==> src/vfm_pkg.sv <==
// Shared types, tables and face evaluation for the voxel face mesher.
package vfm_pkg;

   typedef struct packed {
      logic signed [15:0] pos_x;
      logic signed [15:0] pos_y;
      logic signed [15:0] pos_z;
      logic [26:0]        neighbour_solid;
   } req_type;

   typedef struct packed {
      logic signed [15:0] vert_x;
      logic signed [15:0] vert_y;
      logic signed [15:0] vert_z;
      logic [6:0]         vert_attr;
      logic               last_vertex;
   } rsp_type;

   localparam int NUM_FACES = 6;
   localparam int NUM_VERTS = 6;

   typedef struct packed {
      logic            vis;
      logic            flip;
      logic [3:0][1:0] ao;
   } face_type;

   // One classified voxel as it waits between front and back.
   typedef struct packed {
      logic signed [15:0]              pos_x;
      logic signed [15:0]              pos_y;
      logic signed [15:0]              pos_z;
      logic [NUM_FACES-1:0]            vis;
      logic [NUM_FACES-1:0]            flip;
      logic [NUM_FACES-1:0][3:0][1:0]  ao;
   } entry_type;

   // Faces go negative x, y, z, then positive x, y, z.
   localparam logic [1:0] FACE_AXIS [NUM_FACES] = '{2'd0, 2'd1, 2'd2, 2'd0, 2'd1, 2'd2};
   localparam logic [1:0] NEXT_AXIS [3] = '{2'd1, 2'd2, 2'd0};
   localparam logic [1:0] PREV_AXIS [3] = '{2'd2, 2'd0, 2'd1};

   // Corner order for the split along 0-3 and along 1-2.
   localparam logic [1:0] ORDER_A [NUM_VERTS] = '{2'd0, 2'd1, 2'd3, 2'd0, 2'd3, 2'd2};
   localparam logic [1:0] ORDER_B [NUM_VERTS] = '{2'd0, 2'd1, 2'd2, 2'd1, 2'd3, 2'd2};

   function automatic logic nb(input logic [26:0] m, input int ox, input int oy, input int oz);
      logic [4:0] idx;
      idx = 5'((oz + 1) * 9 + (oy + 1) * 3 + (ox + 1));
      return m[idx];
   endfunction

   function automatic face_type face_eval(input logic [26:0] m, input int f);
      int         ax;
      int         ua;
      int         wa;
      int         s;
      int         i;
      int         j;
      int         q [3];
      int         d1 [3];
      int         d2 [3];
      logic       s1;
      logic       s2;
      logic       cc;
      logic [2:0] cnt;
      logic [2:0] diag0;
      logic [2:0] diag1;
      face_type   r;
      ax = int'(FACE_AXIS[f]);
      ua = int'(NEXT_AXIS[ax]);
      wa = int'(PREV_AXIS[ax]);
      s  = (f >= 3) ? 1 : -1;
      for (int k = 0; k < 3; k++) begin
         q[k] = (k == ax) ? s : 0;
      end
      r.vis = !nb(m, q[0], q[1], q[2]);
      for (int c = 0; c < 4; c++) begin
         i = (c % 2 == 1) ? 1 : -1;
         j = (c >= 2) ? 1 : -1;
         for (int k = 0; k < 3; k++) begin
            d1[k] = q[k] + ((k == ua) ? i : 0);
            d2[k] = q[k] + ((k == wa) ? j : 0);
         end
         s1 = nb(m, d1[0], d1[1], d1[2]);
         s2 = nb(m, d2[0], d2[1], d2[2]);
         cc = nb(m, d1[0] + d2[0] - q[0], d1[1] + d2[1] - q[1], d1[2] + d2[2] - q[2]);
         cnt = {2'b00, s1} + {2'b00, s2} + {2'b00, cc};
         r.ao[c] = (s1 && s2) ? 2'd0 : 2'(3'd3 - cnt);
      end
      diag0  = {1'b0, r.ao[0]} + {1'b0, r.ao[3]};
      diag1  = {1'b0, r.ao[1]} + {1'b0, r.ao[2]};
      r.flip = diag0 > diag1;
      return r;
   endfunction

endpackage

==> src/vfm_front.sv <==
// Front end: takes voxel requests, works out face visibility and corner occlusion.
module vfm_front (
   input  logic                req_push,
   input  vfm_pkg::req_type    req_data,
   output logic                req_full,
   input  logic                q_full,
   output logic                q_push,
   output vfm_pkg::entry_type  q_entry
);

   vfm_pkg::face_type faces [vfm_pkg::NUM_FACES];

   always_comb begin
      for (int f = 0; f < vfm_pkg::NUM_FACES; f++) begin
         faces[f] = vfm_pkg::face_eval(req_data.neighbour_solid, f);
      end
   end

   always_comb begin
      q_entry.pos_x = req_data.pos_x;
      q_entry.pos_y = req_data.pos_y;
      q_entry.pos_z = req_data.pos_z;
      for (int f = 0; f < vfm_pkg::NUM_FACES; f++) begin
         q_entry.vis[f]  = faces[f].vis;
         q_entry.flip[f] = faces[f].flip;
         q_entry.ao[f]   = faces[f].ao;
      end
   end

   assign req_full = q_full;
   // fully hidden voxels are dropped here and never reach the back end
   assign q_push   = req_push && !q_full && (|q_entry.vis);

endmodule

==> src/vfm_fifo.sv <==
// Small queue of classified voxels between front and back.
module vfm_fifo #(
   parameter int DEPTH = 2
) (
   input  logic                clock,
   input  logic                reset,
   input  logic                push,
   input  vfm_pkg::entry_type  push_data,
   output logic                full,
   input  logic                pop,
   output vfm_pkg::entry_type  head,
   output logic                empty
);

   localparam int PTR_W = (DEPTH > 1) ? $clog2(DEPTH) : 1;
   localparam int CNT_W = $clog2(DEPTH + 1);

   vfm_pkg::entry_type slots_ff [DEPTH];
   logic [PTR_W-1:0]   wr_ptr_ff, wr_ptr_in;
   logic [PTR_W-1:0]   rd_ptr_ff, rd_ptr_in;
   logic [CNT_W-1:0]   count_ff, count_in;
   logic               do_push, do_pop;

   assign full    = count_ff == CNT_W'(DEPTH);
   assign empty   = count_ff == '0;
   assign do_push = push && !full;
   assign do_pop  = pop && !empty;
   assign head    = slots_ff[rd_ptr_ff];

   always_comb begin
      wr_ptr_in = wr_ptr_ff;
      rd_ptr_in = rd_ptr_ff;
      count_in  = count_ff;
      if (do_push) begin
         wr_ptr_in = (wr_ptr_ff == PTR_W'(DEPTH - 1)) ? '0 : wr_ptr_ff + PTR_W'(1);
      end
      if (do_pop) begin
         rd_ptr_in = (rd_ptr_ff == PTR_W'(DEPTH - 1)) ? '0 : rd_ptr_ff + PTR_W'(1);
      end
      if (do_push && !do_pop) begin
         count_in = count_ff + CNT_W'(1);
      end else if (do_pop && !do_push) begin
         count_in = count_ff - CNT_W'(1);
      end
   end

   always_ff @(posedge clock) begin
      if (reset) begin
         wr_ptr_ff <= '0;
         rd_ptr_ff <= '0;
         count_ff  <= '0;
      end else begin
         wr_ptr_ff <= wr_ptr_in;
         rd_ptr_ff <= rd_ptr_in;
         count_ff  <= count_in;
      end
   end

   always_ff @(posedge clock) begin
      if (do_push) begin
         slots_ff[wr_ptr_ff] <= push_data;
      end
   end

endmodule

==> src/vfm_back.sv <==
// Back end: walks the visible faces of the head voxel and emits six vertices per face.
module vfm_back (
   input  logic                clock,
   input  logic                reset,
   input  logic                q_empty,
   input  vfm_pkg::entry_type  q_head,
   output logic                q_pop,
   output logic                rsp_empty,
   input  logic                rsp_pop,
   output vfm_pkg::rsp_type    rsp_data
);

   logic [vfm_pkg::NUM_FACES-1:0] rem_ff, rem_in;
   logic                          started_ff, started_in;
   logic [2:0]                    vtx_ff, vtx_in;
   logic                          rsp_valid_ff, rsp_valid_in;
   vfm_pkg::rsp_type              rsp_data_ff, rsp_data_in;

   logic [vfm_pkg::NUM_FACES-1:0] cur_rem;
   logic [vfm_pkg::NUM_FACES-1:0] face_hot;
   logic [vfm_pkg::NUM_FACES-1:0] rest;
   logic [2:0]                    face_idx;
   logic [1:0]                    ax;
   logic [1:0]                    ua;
   logic [1:0]                    wa;
   logic                          positive;
   logic [1:0]                    corner;
   logic [1:0]                    pos_corner;
   logic [2:0]                    delta;
   logic                          can_emit;
   logic                          emit;
   logic                          face_done;
   logic                          last;

   assign cur_rem = started_ff ? rem_ff : q_head.vis;

   // lowest remaining visible face
   always_comb begin
      face_idx = '0;
      for (int f = vfm_pkg::NUM_FACES - 1; f >= 0; f--) begin
         if (cur_rem[f]) begin
            face_idx = 3'(f);
         end
      end
   end

   assign face_hot  = vfm_pkg::NUM_FACES'(1) << face_idx;
   assign rest      = cur_rem & ~face_hot;
   assign face_done = vtx_ff == 3'(vfm_pkg::NUM_VERTS - 1);
   assign last      = face_done && (rest == '0);

   assign ax       = vfm_pkg::FACE_AXIS[face_idx];
   assign ua       = vfm_pkg::NEXT_AXIS[ax];
   assign wa       = vfm_pkg::PREV_AXIS[ax];
   assign positive = face_idx >= 3'd3;
   assign corner   = q_head.flip[face_idx] ? vfm_pkg::ORDER_A[vtx_ff] : vfm_pkg::ORDER_B[vtx_ff];

   // negative faces trade the positions of corners 1 and 2, nothing else
   always_comb begin
      pos_corner = corner;
      if (!positive && (corner == 2'd1 || corner == 2'd2)) begin
         pos_corner = ~corner;
      end
      for (int a = 0; a < 3; a++) begin
         delta[a] = (2'(a) == ax && positive) || (2'(a) == ua && pos_corner[0])
                    || (2'(a) == wa && pos_corner[1]);
      end
   end

   assign can_emit = !rsp_valid_ff || rsp_pop;
   assign emit     = !q_empty && can_emit;
   assign q_pop    = emit && last;

   always_comb begin
      rem_in       = rem_ff;
      started_in   = started_ff;
      vtx_in       = vtx_ff;
      rsp_valid_in = rsp_valid_ff;
      rsp_data_in  = rsp_data_ff;
      if (rsp_pop) begin
         rsp_valid_in = 1'b0;
      end
      if (emit) begin
         rsp_valid_in            = 1'b1;
         rsp_data_in.vert_x      = q_head.pos_x + 16'(delta[0]);
         rsp_data_in.vert_y      = q_head.pos_y + 16'(delta[1]);
         rsp_data_in.vert_z      = q_head.pos_z + 16'(delta[2]);
         rsp_data_in.vert_attr   = {q_head.ao[face_idx][corner], corner, positive, ax};
         rsp_data_in.last_vertex = last;
         if (face_done) begin
            vtx_in     = '0;
            rem_in     = rest;
            started_in = rest != '0;
         end else begin
            vtx_in     = vtx_ff + 3'd1;
            rem_in     = cur_rem;
            started_in = 1'b1;
         end
      end
   end

   always_ff @(posedge clock) begin
      if (reset) begin
         started_ff   <= 1'b0;
         vtx_ff       <= '0;
         rsp_valid_ff <= 1'b0;
      end else begin
         started_ff   <= started_in;
         vtx_ff       <= vtx_in;
         rsp_valid_ff <= rsp_valid_in;
      end
   end

   always_ff @(posedge clock) begin
      rem_ff      <= rem_in;
      rsp_data_ff <= rsp_data_in;
   end

   assign rsp_empty = !rsp_valid_ff;
   assign rsp_data  = rsp_data_ff;

endmodule

==> src/voxel_face_mesher_ao.sv <==
// Top level of the voxel face mesher with per-vertex ambient occlusion.
//
// Request side: a voxel (position plus 3x3x3 solid mask) is taken at a clock edge with
// req_push high and req_full low. The front end classifies it in that same cycle and
// places it in a short queue (QUEUE_DEPTH voxels); fully hidden voxels are dropped.
// Result side: one vertex per cycle at most, shown on rsp_data while rsp_empty is low
// and taken with rsp_pop. Vertices come six per visible face, negative faces first,
// axis x, y, z; last_vertex marks the voxel's final vertex.
// The first vertex of a voxel goes from its queue slot into the output register, which
// drives rsp_data. The back end's vertex sequencer puts one vertex per cycle into the
// output register while it is empty or being popped. Requests keep flowing into the queue
// while the back end works, so a voxel may follow the previous one on the next clock.
// When the receiver stalls the output register holds its vertex, the back end stops,
// and req_full rises once the queue fills. Synchronous reset empties the queue and the
// output register; no clearing pass is needed.
module voxel_face_mesher_ao #(
   parameter int QUEUE_DEPTH = 2
) (
   input  logic              clock,
   input  logic              reset,
   input  logic              req_push,
   input  vfm_pkg::req_type  req_data,
   output logic              req_full,
   output logic              rsp_empty,
   input  logic              rsp_pop,
   output vfm_pkg::rsp_type  rsp_data
);

   logic               q_full;
   logic               q_push;
   logic               q_pop;
   logic               q_empty;
   vfm_pkg::entry_type q_entry;
   vfm_pkg::entry_type q_head;

   vfm_front u_front (
      .req_push (req_push),
      .req_data (req_data),
      .req_full (req_full),
      .q_full   (q_full),
      .q_push   (q_push),
      .q_entry  (q_entry)
   );

   vfm_fifo #(
      .DEPTH (QUEUE_DEPTH)
   ) u_fifo (
      .clock     (clock),
      .reset     (reset),
      .push      (q_push),
      .push_data (q_entry),
      .full      (q_full),
      .pop       (q_pop),
      .head      (q_head),
      .empty     (q_empty)
   );

   vfm_back u_back (
      .clock     (clock),
      .reset     (reset),
      .q_empty   (q_empty),
      .q_head    (q_head),
      .q_pop     (q_pop),
      .rsp_empty (rsp_empty),
      .rsp_pop   (rsp_pop),
      .rsp_data  (rsp_data)
   );

endmodule

==> config.mk <==
export PLATFORM = sky130hd
export DESIGN_NAME = voxel_face_mesher_ao
export DESIGN_NICKNAME = d
export VERILOG_FILES = /design/src/vfm_pkg.sv /design/src/vfm_front.sv /design/src/vfm_fifo.sv /design/src/vfm_back.sv /design/src/voxel_face_mesher_ao.sv
export SDC_FILE = /design/constraint.sdc
export NUM_CORES = 1
export LEC_CHECK = 0
export BUFFER_PORTS_ARGS = -buffer_cell sky130_fd_sc_hd__buf_2
export CAP_MARGIN = 15
export CORE_AREA = 2 2 212 172
export DETAILED_ROUTE_END_ITERATION = 8
export DIE_AREA = 0 0 214 174
export PLACE_DENSITY_LB_ADDON = 0.25
export SYNTH_ARGS = -nofsm -noshare
export SYNTH_HDL_FRONTEND = slang
export SYNTH_SLANG_ARGS = --single-unit
==> constraint.sdc <==
create_clock -name clock -period 6.68 [get_ports clock]
set_clock_uncertainty 0.15 [all_clocks]
set_input_delay 1.002 -clock clock [delete_from_list [all_inputs] [get_ports clock]]
set_output_delay 1.002 -clock clock [all_outputs]
set_load 0.05 [all_outputs]
==> PnR_summary.wiki <==
{| class="wikitable"
! Metric !! Value
|-
| Sinks on Clock Net || between 200 and 300
|-
| Pin count of the biggest net entering global routing || between 100 and 150
|-
| Synthesized area || 13900 sq um
|-
| Critical path startpoint category || register
|-
| Least-Margin Pin Slew || 1.08 ns
|-
| Min-delay worst type || reg -> reg
|-
| Final GP Congestion || about 0.8
|-
| Final number of hold-violating endpoints || 0
|-
| CTS Root Cell || sky130_fd_sc_hd__clkbuf_16
|-
| H-tree Lvls || 1
|-
| Most common flop cell mapped by yosys || sky130_fd_sc_hd__edfxtp_1
|-
| Average wire length per cell after detail routing || 18.2 um
|-
| Unrepaired setup endpoints after global routing || no
|-
| Power density over the cells || around 330 nW/um^2
|-
| CP required || about 7 ns
|-
| Post-layout net count || ~1300
|-
| Clock buffers created by TritonCTS || 31
|-
| Worst setup path class || reg -> reg
|-
| Width of the die || between 200 and 250 um
|-
| Async set-reset flop share out of synthesis || 0%
|-
| Antenna violations before repair || 1
|-
| Num ports || ~140
|-
| DRC errors left || 0
|-
| Arrival time at the worst endpoint || 5.46 ns
|-
| Fraction of layout instances using a drive strength above 1 || 20.0%
|-
| Cts-stage hold buffer count || 0
|-
| Starting DRT DRC Count || ~480
|-
| DP Worst Slack || approximately 1.4 ns
|-
| Post CTS Setup Buffer Count || 0
|-
| Yosys warnings || 0
|-
| Net count after synthesis || between 1000 and 1500
|-
| Standard-cell rows || just over 60
|-
| Type of destination of the critical path || register
|-
| DRT Wirelength || just under 30 mm
|-
| Starting utilization of the core area || around 39%
|-
| Number of synthesized flops with an enable pin || 278
|-
| Leakage power total || just under 6 nW
|-
| Maximum clock frequency || about 190 MHz
|-
| Remaining global-route overflow || 0
|-
| Final total negative setup slack || 0 ns
|-
| Die Height || 174 um
|-
| Via count of the first global-routing pass || slightly below 8000
|-
| Final antenna-violating net count || 0
|-
| First-pass GRT wire length || ~45 mm
|-
| Growth of design area from synthesis to finish || 15.7%
|-
| Slew Limit Headroom || 27.6%
|-
| Worst IR drop on VDD || between 0.00015 and 0.0002 V
|-
| Clock slew at the register clock pins of the worst setup and hold paths || 0.06 ns
|-
| Flip-flop and latch count after synthesis || between 200 and 300
|-
| Vias/cell || 4.88
|-
| Count of final max-slew check failures || 0
|-
| Final worst setup slack || approximately 1.4 ns
|-
| Worst-path fanout max || 50
|-
| Total vias in the final route || 7736
|-
| All-Layer GR Usage || between 15 and 20%
|-
| Final Core Density || a little under half
|-
| Number of cells produced by synthesis || 933
|-
| Area of the core region || 35300 sq um
|-
| Minimum clock period || about 5.3 ns
|-
| Number of optimization iterations in the first detailed-route pass || 7
|-
| Status || complete, no violations
|-
| Clock buffer depth || 3
|-
| Number of setup violations in the final report || 0
|-
| Average size of a mapped cell || ~15 sq um
|-
| Number of cells upsized or downsized after cts || 0
|-
| Number of distinct library cells after synthesis || 54
|-
| Register area share after synthesis || between 60% and 70%
|-
| MaxCap Viol Count || 0
|-
| Clock tree from TritonCTS || built
|-
| Detailed placer's ending HPWL || around 20 mm
|-
| Post-route fraction of the period consumed by the critical path || a little under 80%
|-
| Clock latency of the later-clocked register in the worst-skew pair || between 0.5 and 0.6 ns
|-
| Number of buffers inserted by port buffering || about 140
|-
| Area of the die || approximately 37000 sq um
|}
-- cells by family after synthesis --
kind of cell / count (synthesis) / share of synthesized area, %
buffers and inverters: 116 / 3.39
adder cells (fa/ha/maj): 101 / 12.3
multiplexers: 54 / 5.61
AO/OA/AOI/OAI: 185 / 9.18
AND/OR/NAND/NOR: 142 / 5.02
XOR/XNOR: 47 / 2.96
flip-flops: 288 / 61.5
-- critical path, cell delays in order (launching register included) --
cell                       delay, ns
sky130_fd_sc_hd__dfxtp_4        0.70
sky130_fd_sc_hd__mux2i_1        0.31
sky130_fd_sc_hd__o21ai_1        0.20
sky130_fd_sc_hd__a21oi_1        0.36
sky130_fd_sc_hd__and2_1         0.43
sky130_fd_sc_hd__mux4_2         0.36
sky130_fd_sc_hd__nand2_1        0.10
sky130_fd_sc_hd__a21boi_0       0.14
sky130_fd_sc_hd__o31ai_4        0.41
sky130_fd_sc_hd__a221oi_1       0.15
sky130_fd_sc_hd__a41oi_1        0.23
sky130_fd_sc_hd__ha_1           0.21
sky130_fd_sc_hd__nand2_1        0.08
sky130_fd_sc_hd__nor2_1         0.18
sky130_fd_sc_hd__nand2_1        0.13
sky130_fd_sc_hd__or3_1          0.43
sky130_fd_sc_hd__nor2_1         0.21
sky130_fd_sc_hd__nand2_1        0.12
sky130_fd_sc_hd__xor2_1         0.17
-- through the flow --
step | hold WS, ns | std cells | cell area (sq um) | power [mW]
CTS | 0.365 | 1585 | 16100 | 5.32
floorplan | 0.313 | 933 | 13900 | 3.32
detailed placement | 0.350 | 1529 | 15100 | 3.68
global route | 0.384 | 1586 | 16100 | 5.52
finish | 0.357 | 1586 | 16100 | 5.26
global placement | 0.341 | 1529 | 15100 | 3.65
-- sequential cells by signal, summed over array words and instances (netlist names), named ones only --
| signal | flops |
|---|---|
| u_back.rem_ff | 6 |
| u_back.started_ff | 1 |
| u_fifo.wr_ptr_ff | 1 |
| u_back.vtx_ff | 3 |
| u_back.rsp_valid_ff | 1 |
| u_back.rsp_data | 56 |
| u_fifo.slots_ff | 216 |
| u_fifo.rd_ptr_ff | 1 |
| u_fifo.count_ff | 2 |
-- per-layer routing --
layer,GRT usage (%),vias up,part of all wire (%)
li1,-,3720,-
met1,22.7,3799,48
met2,24.2,164,45
met3,1.99,53,4.0
met4,5.07,0,3.3
met5,0,-,0
-- cell usage in the layout (no fill, tap or decap), types with 4 or more instances in the layout --
| cell | netlist | layout |
|---|---|---|
| sky130_fd_sc_hd__edfxtp_1 | 278 | 278 |
| sky130_fd_sc_hd__mux2_2 | 7 | 7 |
| sky130_fd_sc_hd__clkinv_2 | 0 | 5 |
| sky130_fd_sc_hd__nor2b_1 | 35 | 35 |
| sky130_fd_sc_hd__clkbuf_16 | 0 | 31 |
| sky130_fd_sc_hd__nor3_1 | 4 | 4 |
| sky130_fd_sc_hd__nor2_1 | 37 | 35 |
| sky130_fd_sc_hd__a211oi_1 | 4 | 4 |
| sky130_fd_sc_hd__o21a_1 | 4 | 4 |
| sky130_fd_sc_hd__o21ai_0 | 9 | 9 |
| sky130_fd_sc_hd__a21o_1 | 8 | 8 |
| sky130_fd_sc_hd__a21oi_1 | 66 | 66 |
| sky130_fd_sc_hd__dfxtp_1 | 10 | 9 |
| sky130_fd_sc_hd__xor2_1 | 28 | 28 |
| sky130_fd_sc_hd__o221ai_1 | 9 | 9 |
| sky130_fd_sc_hd__mux2i_1 | 28 | 28 |
| sky130_fd_sc_hd__mux4_2 | 17 | 17 |
| sky130_fd_sc_hd__a21boi_0 | 15 | 15 |
| sky130_fd_sc_hd__nand2_1 | 38 | 38 |
| sky130_fd_sc_hd__ha_1 | 40 | 40 |
| sky130_fd_sc_hd__or2_2 | 5 | 5 |
| sky130_fd_sc_hd__buf_4 | 0 | 7 |
| sky130_fd_sc_hd__inv_1 | 89 | 88 |
| sky130_fd_sc_hd__a31oi_1 | 8 | 8 |
| sky130_fd_sc_hd__a22o_1 | 4 | 4 |
| sky130_fd_sc_hd__a32o_1 | 13 | 13 |
| sky130_fd_sc_hd__or3_1 | 7 | 7 |
| sky130_fd_sc_hd__a32oi_1 | 22 | 22 |
| sky130_fd_sc_hd__o21ai_1 | 6 | 6 |
| sky130_fd_sc_hd__xnor2_1 | 19 | 19 |
| sky130_fd_sc_hd__o22ai_1 | 6 | 6 |
| sky130_fd_sc_hd__buf_2 | 10 | 135 |
| sky130_fd_sc_hd__fa_1 | 60 | 60 |
| sky130_fd_sc_hd__clkbuf_1 | 10 | 12 |
| sky130_fd_sc_hd__clkinv_1 | 0 | 6 |
-- synth_stat cells, types with 5 or more instances --
master | instances | share of area [%]
sky130_fd_sc_hd__a21boi_0 | 15 | 0.81
sky130_fd_sc_hd__a21o_1 | 8 | 0.43
sky130_fd_sc_hd__a21oi_1 | 66 | 2.4
sky130_fd_sc_hd__a31oi_1 | 8 | 0.36
sky130_fd_sc_hd__a32o_1 | 13 | 0.94
sky130_fd_sc_hd__a32oi_1 | 22 | 1.4
sky130_fd_sc_hd__buf_2 | 10 | 0.36
sky130_fd_sc_hd__clkbuf_1 | 10 | 0.27
sky130_fd_sc_hd__dfxtp_1 | 10 | 1.4
sky130_fd_sc_hd__edfxtp_1 | 278 | 60
sky130_fd_sc_hd__fa_1 | 60 | 8.6
sky130_fd_sc_hd__ha_1 | 40 | 3.6
sky130_fd_sc_hd__inv_1 | 89 | 2.4
sky130_fd_sc_hd__mux2_2 | 7 | 0.57
sky130_fd_sc_hd__mux2i_1 | 28 | 2.0
sky130_fd_sc_hd__mux4_2 | 17 | 2.8
sky130_fd_sc_hd__nand2_1 | 38 | 1.0
sky130_fd_sc_hd__nor2_1 | 37 | 1.0
sky130_fd_sc_hd__nor2b_1 | 35 | 1.6
sky130_fd_sc_hd__o21ai_0 | 9 | 0.32
sky130_fd_sc_hd__o21ai_1 | 6 | 0.22
sky130_fd_sc_hd__o221ai_1 | 9 | 0.57
sky130_fd_sc_hd__o22ai_1 | 6 | 0.27
sky130_fd_sc_hd__or2_2 | 5 | 0.23
sky130_fd_sc_hd__or3_1 | 7 | 0.32
sky130_fd_sc_hd__xnor2_1 | 19 | 1.2
sky130_fd_sc_hd__xor2_1 | 28 | 1.8
-- worst paths after layout --
kind	startpoint	to	slack [ns]	cells after the start
max	register	u_back.rsp_data[23]	1.37	18
min	u_back.rsp_valid_ff	u_back.rsp_valid_ff	0.36	2
max reg2reg	register	u_back.rsp_data[23]	1.37	18
min reg2reg	u_back.rsp_valid_ff	u_back.rsp_valid_ff	0.36	2
-- area by class of cell --
cell class	count	area, sq um
inverter	89	335
timing repair buffer	143	748
clock inverter	13	133
sequential	288	8550
clock buffer	43	821
fill	3157	19200
multi-input combinational	529	4890
antenna	1	2.50
tap	480	601
-- power by group --
part / internal [mW] / switching, mW / total, mW
sequential: 2.31 / 0.0812 / 2.39
combinational: 0.374 / 0.866 / 1.24
clock: 0.964 / 0.664 / 1.63
total: 3.65 / 1.61 / 5.26
No activity file was read; power rests on OpenSTA's default activity.
